$ cat config.mk
export PLATFORM = sky130hd
export DESIGN_NAME = ps2_set2_key_event_decoder
export DESIGN_NICKNAME = d
export VERILOG_FILES = /design/src/rtl/pkd_pkg.sv /design/src/rtl/pkd_ram.sv /design/src/rtl/pkd_front.sv /design/src/rtl/pkd_back.sv /design/src/rtl/ps2_set2_key_event_decoder.sv
export SDC_FILE = /design/constraint.sdc
export NUM_CORES = 1
export LEC_CHECK = 0
export BUFFER_PORTS_ARGS = -buffer_cell sky130_fd_sc_hd__buf_2
export CAP_MARGIN = 30
export CORE_MARGIN = 4
export CORE_UTILIZATION = 29
export CTS_CLUSTER_DIAMETER = 150
export DETAILED_ROUTE_END_ITERATION = 12
export GPL_TIMING_DRIVEN = 0
export SLEW_MARGIN = 20
export SYNTH_ARGS = -nofsm -noshare
export SYNTH_HDL_FRONTEND = slang
export SYNTH_SLANG_ARGS = --single-unit
$ cat constraint.sdc
create_clock -name clk_i -period 9.7 [get_ports clk_i]
set_input_delay 2.91 -clock clk_i [delete_from_list [all_inputs] [get_ports clk_i]]
set_output_delay 2.91 -clock clk_i [all_outputs]
set_load 0.02 [all_outputs]
$ cat src/rtl/pkd_pkg.sv
`default_nettype none
package pkd_pkg;

  localparam int unsigned RingDepthDefault = 32;

  typedef enum logic [1:0] {
    ACT_SCAN  = 2'd0,
    ACT_POP   = 2'd1,
    ACT_PRESS = 2'd2,
    ACT_QUERY = 2'd3
  } action_e;

  localparam logic [7:0] ScExt   = 8'hE0;
  localparam logic [7:0] ScBreak = 8'hF0;
  localparam logic [7:0] ScLsh   = 8'h12;
  localparam logic [7:0] ScRsh   = 8'h59;
  localparam logic [7:0] ScCtrl  = 8'h14;
  localparam logic [7:0] ScAlt   = 8'h11;
  localparam logic [7:0] ScUp    = 8'h75;
  localparam logic [7:0] ScDown  = 8'h72;
  localparam logic [7:0] ScLeft  = 8'h6B;
  localparam logic [7:0] ScRight = 8'h74;

  localparam logic [6:0] CodeUp    = 7'h01;
  localparam logic [6:0] CodeDown  = 7'h02;
  localparam logic [6:0] CodeLeft  = 7'h03;
  localparam logic [6:0] CodeRight = 7'h04;
  localparam logic [6:0] CodeShift = 7'h05;
  localparam logic [6:0] CodeCtrl  = 7'h06;
  localparam logic [6:0] CodeAlt   = 7'h07;
  localparam logic [6:0] CodeCtrlQ = 7'h11;

  typedef struct packed {
    action_e    action;
    logic [6:0] code;
    logic       rel;
    logic       abort;
  } cmd_t;

  function automatic logic [6:0] rom_lookup(input logic [6:0] sc, input logic shifted);
    logic [6:0] p;
    logic [6:0] s;
    p = 7'h00;
    s = 7'h00;
    case (sc)
      7'h0D: begin p = 7'h09; s = 7'h09; end
      7'h0E: begin p = 7'h60; s = 7'h7E; end
      7'h15: begin p = 7'h71; s = 7'h51; end
      7'h16: begin p = 7'h31; s = 7'h21; end
      7'h1A: begin p = 7'h7A; s = 7'h5A; end
      7'h1B: begin p = 7'h73; s = 7'h53; end
      7'h1C: begin p = 7'h61; s = 7'h41; end
      7'h1D: begin p = 7'h77; s = 7'h57; end
      7'h1E: begin p = 7'h32; s = 7'h40; end
      7'h21: begin p = 7'h63; s = 7'h43; end
      7'h22: begin p = 7'h78; s = 7'h58; end
      7'h23: begin p = 7'h64; s = 7'h44; end
      7'h24: begin p = 7'h65; s = 7'h45; end
      7'h25: begin p = 7'h34; s = 7'h24; end
      7'h26: begin p = 7'h33; s = 7'h23; end
      7'h29: begin p = 7'h20; s = 7'h20; end
      7'h2A: begin p = 7'h76; s = 7'h56; end
      7'h2B: begin p = 7'h66; s = 7'h46; end
      7'h2C: begin p = 7'h74; s = 7'h54; end
      7'h2D: begin p = 7'h72; s = 7'h52; end
      7'h2E: begin p = 7'h35; s = 7'h25; end
      7'h31: begin p = 7'h6E; s = 7'h4E; end
      7'h32: begin p = 7'h62; s = 7'h42; end
      7'h33: begin p = 7'h68; s = 7'h48; end
      7'h34: begin p = 7'h67; s = 7'h47; end
      7'h35: begin p = 7'h79; s = 7'h59; end
      7'h36: begin p = 7'h36; s = 7'h5E; end
      7'h3A: begin p = 7'h6D; s = 7'h4D; end
      7'h3B: begin p = 7'h6A; s = 7'h4A; end
      7'h3C: begin p = 7'h75; s = 7'h55; end
      7'h3D: begin p = 7'h37; s = 7'h26; end
      7'h3E: begin p = 7'h38; s = 7'h2A; end
      7'h41: begin p = 7'h2C; s = 7'h3C; end
      7'h42: begin p = 7'h6B; s = 7'h4B; end
      7'h43: begin p = 7'h69; s = 7'h49; end
      7'h44: begin p = 7'h6F; s = 7'h4F; end
      7'h45: begin p = 7'h30; s = 7'h29; end
      7'h46: begin p = 7'h39; s = 7'h28; end
      7'h49: begin p = 7'h2E; s = 7'h3E; end
      7'h4A: begin p = 7'h2F; s = 7'h3F; end
      7'h4B: begin p = 7'h6C; s = 7'h4C; end
      7'h4C: begin p = 7'h3B; s = 7'h3A; end
      7'h4D: begin p = 7'h70; s = 7'h50; end
      7'h4E: begin p = 7'h2D; s = 7'h5F; end
      7'h52: begin p = 7'h27; s = 7'h22; end
      7'h54: begin p = 7'h5B; s = 7'h7B; end
      7'h55: begin p = 7'h3D; s = 7'h2B; end
      7'h5A: begin p = 7'h0A; s = 7'h0A; end
      7'h5B: begin p = 7'h5D; s = 7'h7D; end
      7'h5D: begin p = 7'h5C; s = 7'h7C; end
      7'h66: begin p = 7'h08; s = 7'h08; end
      7'h69: begin p = 7'h31; s = 7'h31; end
      7'h6B: begin p = 7'h34; s = 7'h34; end
      7'h6C: begin p = 7'h37; s = 7'h37; end
      7'h70: begin p = 7'h30; s = 7'h30; end
      7'h71: begin p = 7'h2E; s = 7'h2E; end
      7'h72: begin p = 7'h32; s = 7'h32; end
      7'h73: begin p = 7'h35; s = 7'h35; end
      7'h74: begin p = 7'h36; s = 7'h36; end
      7'h75: begin p = 7'h38; s = 7'h38; end
      7'h76: begin p = 7'h1B; s = 7'h1B; end
      7'h79: begin p = 7'h2B; s = 7'h2B; end
      7'h7A: begin p = 7'h33; s = 7'h33; end
      7'h7B: begin p = 7'h2D; s = 7'h2D; end
      7'h7C: begin p = 7'h2A; s = 7'h2A; end
      7'h7D: begin p = 7'h39; s = 7'h39; end
      default: begin p = 7'h00; s = 7'h00; end
    endcase
    return shifted ? s : p;
  endfunction

endpackage
`default_nettype wire

$ cat src/rtl/pkd_ram.sv
`default_nettype none
module pkd_ram #(
  parameter int unsigned Width = 8,
  parameter int unsigned Depth = 32
) (
  input  wire logic                     clk_i,
  input  wire logic                     we_i,
  input  wire logic [$clog2(Depth)-1:0] waddr_i,
  input  wire logic [Width-1:0]         wdata_i,
  input  wire logic [$clog2(Depth)-1:0] raddr_i,
  output logic      [Width-1:0]         rdata_o
);
  logic [Width-1:0] mem_q [Depth];

  always_ff @(posedge clk_i) begin
    if (we_i) begin
      mem_q[waddr_i] <= wdata_i;
    end
    rdata_o <= mem_q[raddr_i];
  end
endmodule
`default_nettype wire

$ cat src/rtl/pkd_front.sv
`default_nettype none
module pkd_front import pkd_pkg::*; (
  input  wire logic       clk_i,
  input  wire logic       rst_ni,
  input  wire logic       push,
  output logic            full,
  input  wire logic [1:0] action_i,
  input  wire logic [7:0] scan_byte_i,
  input  wire logic [6:0] key_i,
  output logic            cmd_valid_o,
  input  wire logic       cmd_ready_i,
  output cmd_t            cmd_o
);
  logic       shift_q, ctrl_q, brk_q, ext_q;
  logic       slot_q [2];
  cmd_t       buf_q [2];
  logic       wp_q, rp_q;
  action_e    act;
  logic [6:0] code;
  logic       abort_now;
  cmd_t       cmd;

  assign act = action_e'(action_i);
  assign full = slot_q[wp_q];
  assign cmd_valid_o = slot_q[rp_q];
  assign cmd_o = buf_q[rp_q];

  always_comb begin
    code = 7'h00;
    abort_now = 1'b0;
    if (ext_q) begin
      case (scan_byte_i)
        ScUp:    code = CodeUp;
        ScDown:  code = CodeDown;
        ScLeft:  code = CodeLeft;
        ScRight: code = CodeRight;
        ScAlt:   code = CodeAlt;
        ScCtrl:  code = CodeCtrl;
        default: code = 7'h00;
      endcase
    end else if (scan_byte_i == ScLsh || scan_byte_i == ScRsh) begin
      code = CodeShift;
    end else if (scan_byte_i == ScCtrl) begin
      code = CodeCtrl;
    end else if (scan_byte_i == ScAlt) begin
      code = CodeAlt;
    end else if (!scan_byte_i[7]) begin
      code = rom_lookup(scan_byte_i[6:0], shift_q);
      if (ctrl_q && (code == 7'h71 || code == 7'h51)) begin
        code = CodeCtrlQ;
        abort_now = !brk_q;
      end
    end
  end

  always_comb begin
    cmd.action = act;
    cmd.code = (act == ACT_QUERY) ? key_i : code;
    cmd.rel = brk_q;
    cmd.abort = 1'b0;
    case (act)
      ACT_SCAN: begin
        cmd.abort = abort_now;
        if (scan_byte_i == ScExt || scan_byte_i == ScBreak) begin
          cmd.code = 7'h00;
          cmd.abort = 1'b0;
        end
      end
      default: cmd.rel = 1'b0;
    endcase
  end

  always_ff @(posedge clk_i or negedge rst_ni) begin
    if (!rst_ni) begin
      shift_q <= 1'b0;
      ctrl_q <= 1'b0;
      brk_q <= 1'b0;
      ext_q <= 1'b0;
      wp_q <= 1'b0;
      rp_q <= 1'b0;
      slot_q[0] <= 1'b0;
      slot_q[1] <= 1'b0;
    end else begin
      if (cmd_valid_o && cmd_ready_i) begin
        slot_q[rp_q] <= 1'b0;
        rp_q <= ~rp_q;
      end
      if (push && !full) begin
        slot_q[wp_q] <= 1'b1;
        buf_q[wp_q] <= cmd;
        wp_q <= ~wp_q;
        if (act == ACT_SCAN) begin
          if (scan_byte_i == ScExt) begin
            ext_q <= 1'b1;
          end else if (scan_byte_i == ScBreak) begin
            brk_q <= 1'b1;
          end else begin
            brk_q <= 1'b0;
            ext_q <= 1'b0;
            if (!ext_q && (scan_byte_i == ScLsh || scan_byte_i == ScRsh)) begin
              shift_q <= !brk_q;
            end
            if (!ext_q && scan_byte_i == ScCtrl) begin
              ctrl_q <= !brk_q;
            end
          end
        end
      end
    end
  end
endmodule
`default_nettype wire

$ cat src/rtl/pkd_back.sv
`default_nettype none
module pkd_back import pkd_pkg::*; #(
  parameter int unsigned RingDepth = RingDepthDefault
) (
  input  wire logic  clk_i,
  input  wire logic  rst_ni,
  input  wire logic  cmd_valid_i,
  output logic       cmd_ready_o,
  input  wire cmd_t  cmd_i,
  output logic       empty,
  input  wire logic  pop,
  output logic       found_o,
  output logic [6:0] code_o,
  output logic       is_release_o,
  output logic       key_down_o,
  output logic       abort_request_o
);
  localparam int unsigned AW = (RingDepth > 1) ? $clog2(RingDepth) : 1;
  localparam logic [AW-1:0] Last = AW'(RingDepth - 1);
  localparam int unsigned KeyCount = 128;

  typedef enum logic [5:0] {
    ST_CLEAR = 6'b000001,
    ST_IDLE  = 6'b000010,
    ST_READ  = 6'b000100,
    ST_EVAL  = 6'b001000,
    ST_QRY   = 6'b010000,
    ST_OUT   = 6'b100000
  } state_e;

  state_e     state_q, state_d;
  logic [AW-1:0] wr_q, rd_q, wr_nxt, rd_nxt;
  cmd_t       cur_q;
  logic       scan_ev;
  logic       we;
  logic [7:0] rdata;
  logic [6:0] clr_q;
  logic       held_we, held_wdata, held_rdata;
  logic [6:0] held_waddr;
  logic       found_q;
  logic [6:0] code_q;
  logic       rel_q, down_q, abort_q;

  assign wr_nxt = (wr_q == Last) ? '0 : wr_q + 1'b1;
  assign rd_nxt = (rd_q == Last) ? '0 : rd_q + 1'b1;
  assign scan_ev = (state_q == ST_IDLE) && cmd_valid_i && cmd_i.action == ACT_SCAN
                   && cmd_i.code != 7'h00;
  assign we = scan_ev && wr_nxt != rd_q;

  pkd_ram #(.Width(8), .Depth(RingDepth)) u_ring (
    .clk_i  (clk_i),
    .we_i   (we),
    .waddr_i(wr_q),
    .wdata_i({cmd_i.rel, cmd_i.code}),
    .raddr_i(rd_q),
    .rdata_o(rdata)
  );

  assign held_we = (state_q == ST_CLEAR) || scan_ev;
  assign held_waddr = (state_q == ST_CLEAR) ? clr_q : cmd_i.code;
  assign held_wdata = (state_q == ST_CLEAR) ? 1'b0 : ~cmd_i.rel;

  pkd_ram #(.Width(1), .Depth(KeyCount)) u_held (
    .clk_i  (clk_i),
    .we_i   (held_we),
    .waddr_i(held_waddr),
    .wdata_i(held_wdata),
    .raddr_i(cmd_i.code),
    .rdata_o(held_rdata)
  );

  assign cmd_ready_o = (state_q == ST_IDLE);
  assign empty = (state_q != ST_OUT);
  assign found_o = found_q;
  assign code_o = code_q;
  assign is_release_o = rel_q;
  assign key_down_o = down_q;
  assign abort_request_o = abort_q;

  always_comb begin
    state_d = state_q;
    case (state_q)
      ST_CLEAR: if (clr_q == 7'h7F) state_d = ST_IDLE;
      ST_IDLE: begin
        if (cmd_valid_i) begin
          if (cmd_i.action == ACT_POP || cmd_i.action == ACT_PRESS) begin
            state_d = ST_READ;
          end else if (cmd_i.action == ACT_QUERY) begin
            state_d = ST_QRY;
          end else begin
            state_d = ST_OUT;
          end
        end
      end
      ST_READ: state_d = (rd_q == wr_q) ? ST_OUT : ST_EVAL;
      ST_EVAL: begin
        if (cur_q.action == ACT_PRESS && rdata[7]) begin
          state_d = ST_READ;
        end else begin
          state_d = ST_OUT;
        end
      end
      ST_QRY: state_d = ST_OUT;
      ST_OUT: if (pop) state_d = ST_IDLE;
      default: state_d = ST_IDLE;
    endcase
  end

  always_ff @(posedge clk_i or negedge rst_ni) begin
    if (!rst_ni) begin
      state_q <= ST_CLEAR;
      clr_q <= '0;
      wr_q <= '0;
      rd_q <= '0;
    end else begin
      state_q <= state_d;
      if (state_q == ST_CLEAR) begin
        clr_q <= clr_q + 1'b1;
      end
      if (we) begin
        wr_q <= wr_nxt;
      end
      if (state_q == ST_EVAL) begin
        rd_q <= rd_nxt;
      end
    end
  end

  always_ff @(posedge clk_i) begin
    case (state_q)
      ST_IDLE: begin
        if (cmd_valid_i) begin
          cur_q <= cmd_i;
          found_q <= 1'b0;
          code_q <= 7'h00;
          rel_q <= 1'b0;
          down_q <= 1'b0;
          abort_q <= cmd_i.abort;
        end
      end
      ST_EVAL: begin
        if (!(cur_q.action == ACT_PRESS && rdata[7])) begin
          found_q <= 1'b1;
          code_q <= rdata[6:0];
          rel_q <= rdata[7];
        end
      end
      ST_QRY: down_q <= held_rdata;
      default: begin
      end
    endcase
  end
endmodule
`default_nettype wire

$ cat src/rtl/ps2_set2_key_event_decoder.sv
// Flow: the front decodes each item into a two-entry command buffer; the back sequencer
// steps IDLE, OUT for scan bytes; IDLE, QRY, OUT for queries; IDLE, READ, EVAL, OUT for
// pops (READ, OUT on an empty ring; a press pop repeats READ, EVAL per skipped release).
// The back takes a new item only in IDLE, once the previous result has been popped.
// Reset: asynchronous, active low; clears prefixes, modifiers and ring indices, then a
// pass over all 128 entries clears the held-key map before the first item is taken.
`default_nettype none
module ps2_set2_key_event_decoder import pkd_pkg::*; #(
  parameter int unsigned RingDepth = RingDepthDefault
) (
  input  wire logic       clk_i,
  input  wire logic       rst_ni,
  input  wire logic       push,
  output logic            full,
  input  wire logic [1:0] action_i,
  input  wire logic [7:0] scan_byte_i,
  input  wire logic [6:0] key_i,
  output logic            empty,
  input  wire logic       pop,
  output logic            found_o,
  output logic [6:0]      code_o,
  output logic            is_release_o,
  output logic            key_down_o,
  output logic            abort_request_o
);
  logic cmd_valid, cmd_ready;
  cmd_t cmd;

  pkd_front u_front (
    .clk_i, .rst_ni, .push, .full, .action_i, .scan_byte_i, .key_i,
    .cmd_valid_o(cmd_valid), .cmd_ready_i(cmd_ready), .cmd_o(cmd)
  );

  pkd_back #(.RingDepth(RingDepth)) u_back (
    .clk_i, .rst_ni, .cmd_valid_i(cmd_valid), .cmd_ready_o(cmd_ready), .cmd_i(cmd),
    .empty, .pop, .found_o, .code_o, .is_release_o, .key_down_o, .abort_request_o
  );
endmodule
`default_nettype wire

==> qor.csv <==
metric,value,unit
max_slew.worst_pin.slew,996,ps
ctsResizeCount,0,
layout.nets,1643,
synthArstFlopShare,6.75,%
core,0.0719,mm2
start_util,29.4,%
overflow,0,
instances_no_fill,2590,
rows,98,
ir_drop,0.000164,V
utilization,33.6,%
switchingPower,1.76,mW
combinationalPowerShare,25.7,%
drt_iter0_markers,1435,
dr_total_vias,13600,
post_cts_buffers,0,
drive_gt1_share,17.9,%
internal_power,3.95,mW
portBuffers,29,
start_kind,input pin,
power_density,237,mW/mm2
htree_levels,2,
dp_cells,2503,
final_area,0.0241,mm2
synth_area_leaders,"edfxtp_1 59%, mux4_2 9.2%, nor2_1 3.6%",
endpoint_kind,flop,
drt_pass1_iterations,5,
synth_most_common_cell,edfxtp_1,
die_width,278,um
place_area,0.0226,mm2
antenna_found_initial,1,
setup_tns,0,ps
drtAntennaViolNets,0,
p_leak,7.81,nW
place_congestion,0.924,
syn_nets,1558,
hold_path.class,flop to flop,
synthFlopType,edfxtp_1,
synth_warnings,0,
synthCells,1518,
die_area,0.0773,mm2
clk_pin_slew,60,ps
dp_hpwl,38.7,mm
synth_edf_count,419,
avgSynthCellArea,13.9,um2
synth_top_area_share,59.5,%
hold_buffers,0,
relSlewSlack,33.4,%
fmax,154,MHz
io_pins,34,
cts-root-buf,clkbuf_16,
yosysSeqAreaShare,64.0,%
cp_data_arrival_time,6840,ps
grt_util_all_layers,14.4,%
tritoncts,built,
dp_slack,2820,ps
antenna-diode-count,0,
clock-sinks,459,
period_share,67.0,%
skew,21.8,ps
cts.path.max_buffers,3,
maxCapViolCount,0,
ys_ff_latch,459,
worst_slack,3200,ps
drc,0,
setup_viol,0,
clock_latency,570,ps
chipHeight,278,um
slew_violations,0,
switching_share,30.8,%
fin_crit,6500,ps
routed_wl,57.4,mm
path_class,input pin to flop,
synth.distinct_cells,90,
grt_start_max_net_pins,45,
rsz0062_at_grt,false,
hold_viol,0,
status,finished clean,
cts_buffers,47,
yosysTopAreaCell,edfxtp_1,
area_growth,14.0,%
clockPowerShare,30.8,%
cp.required,10050,ps
grt_pass1_wl,86.7,mm
wire_per_inst,22.2,um
detail_route.vias_per_cell,5.25,
crit_fanout,10,
p_seq_share,43.5,%
grt_pass1_vias,13700,
synthTopCellsByCount,"419 x edfxtp_1, 204 x nor2_1, 152 x nand2_1, 86 x mux4_2",
netlist_area,0.0212,mm2
## power groups by stage
stage                     combinational [mW]  clock (mW)  sequential (mW)
after floorplan                        0.928           0             2.54
after global placement                  1.42           0             2.54
after detailed placement                1.47           0             2.53
after CTS                               1.48        1.79             2.49
after global routing                    1.58        1.88             2.50
final                                   1.47        1.76             2.49
## stage by stage
stage	total power [mW]	hold WS (ps)
2_1_floorplan	3.47	449
3_3_place_gp	3.96	490
3_5_place_dp	4.00	486
4_1_cts	5.75	499
5_1_grt	5.95	516
6_report	5.72	498
## layer usage
metal | wire [um] | vias to the layer above | global-route usage (%) | share of wire, %
met2 | 27300 | 571 | 23.9 | 48
li1 | - | 5978 | - | -
met5 | 0 | - | 0 | 0
met1 | 24700 | 6937 | 19.6 | 43
met3 | 3920 | 123 | 2.49 | 6.8
met4 | 1520 | 0 | 3.85 | 2.6
## final cells by class
type                            count  area [um2]
Buffer                             93         488
Clock buffer                       61        1250
Clock inverter                     25         241
Fill cell                        7083       47700
Inverter                           24        92.6
Multi-Input combinational cell    942        7060
Sequential cell                   459       13500
Tap cell                          950        1190
Timing Repair Buffer               36         270
## placed cells by master (no fill, tap or decap), types with 7 or more instances in the layout
master,n
dfrtp_1,30
clkinv_2,11
nor2b_1,18
mux4_2,86
and2_1,9
o211ai_1,11
buf_6,7
nor3b_1,8
nand3_1,37
nor2_1,203
nand2_1,152
nor4_1,8
nand2b_1,26
mux2i_1,36
a211oi_1,11
o21ai_0,36
xnor2_1,8
edfxtp_1,419
buf_2,59
inv_1,17
and3_1,19
ha_1,19
o21ai_1,9
clkbuf_16,47
nand4_1,14
clkbuf_1,49
nor3_1,15
o21a_1,8
dfxtp_1,9
a21oi_1,31
mux2_2,17
buf_4,15
xor2_1,8
a31oi_1,20
a32oi_1,8
## path summary, 6_finish.rpt
check | from | endpoint | slack (ps) | cells past startpoint
setup / recovery | scan_byte_i[1] | u_front.buf_q[1][8] | 3200 | 12
hold / removal | u_front.ctrl_q | u_front.ctrl_q | 500 | 2
setup reg to reg | u_front.rp_q | u_back.u_ring.mem_q[27][5] | 5860 | 10
hold reg to reg | u_front.ctrl_q | u_front.ctrl_q | 500 | 2
max in group asynchronous | rst_ni | u_front.shift_q | 6720 | 1
min in group asynchronous | rst_ni | u_back.rd_q[1] | 2430 | 1
## critical path, stage by stage
cell and delay, ps:
buf_2 180, clkbuf_1 520, inv_1 410, ha_1 440
clkbuf_1 560, nand2_1 150, a21oi_1 180, nor3_1 70
nor4_1 660, a221oi_1 210, and4b_1 270, o31ai_1 290
## kinds of logic (layout without fill, tap and decap cells)
kind of cell,after synthesis,in the layout,synth area share (%)
adder cells (fa/ha/maj),19,19,1.12
multiplexers,150,150,12.5
flip-flops,459,459,64.0
AO/OA/AOI/OAI,204,204,6.66
buffers and inverters,117,239,2.74
AND/OR/NAND/NOR,553,553,12.3
XOR/XNOR,16,16,0.662
## state kept, by name, summed over array words and instances, names as in the netlist, 2 cells and up
signal and count:
u_back.clr_q 7, u_back.code_o 7, u_back.cur_q 2, u_back.rd_q 5, u_back.state_q 6, u_back.u_held.mem_q 128
u_back.u_ring.mem_q 256, u_back.u_ring.rdata_o 8, u_back.wr_q 5, u_front.buf_q 22, u_front.slot_q 2
No activity file was read; power rests on OpenSTA's default activity.
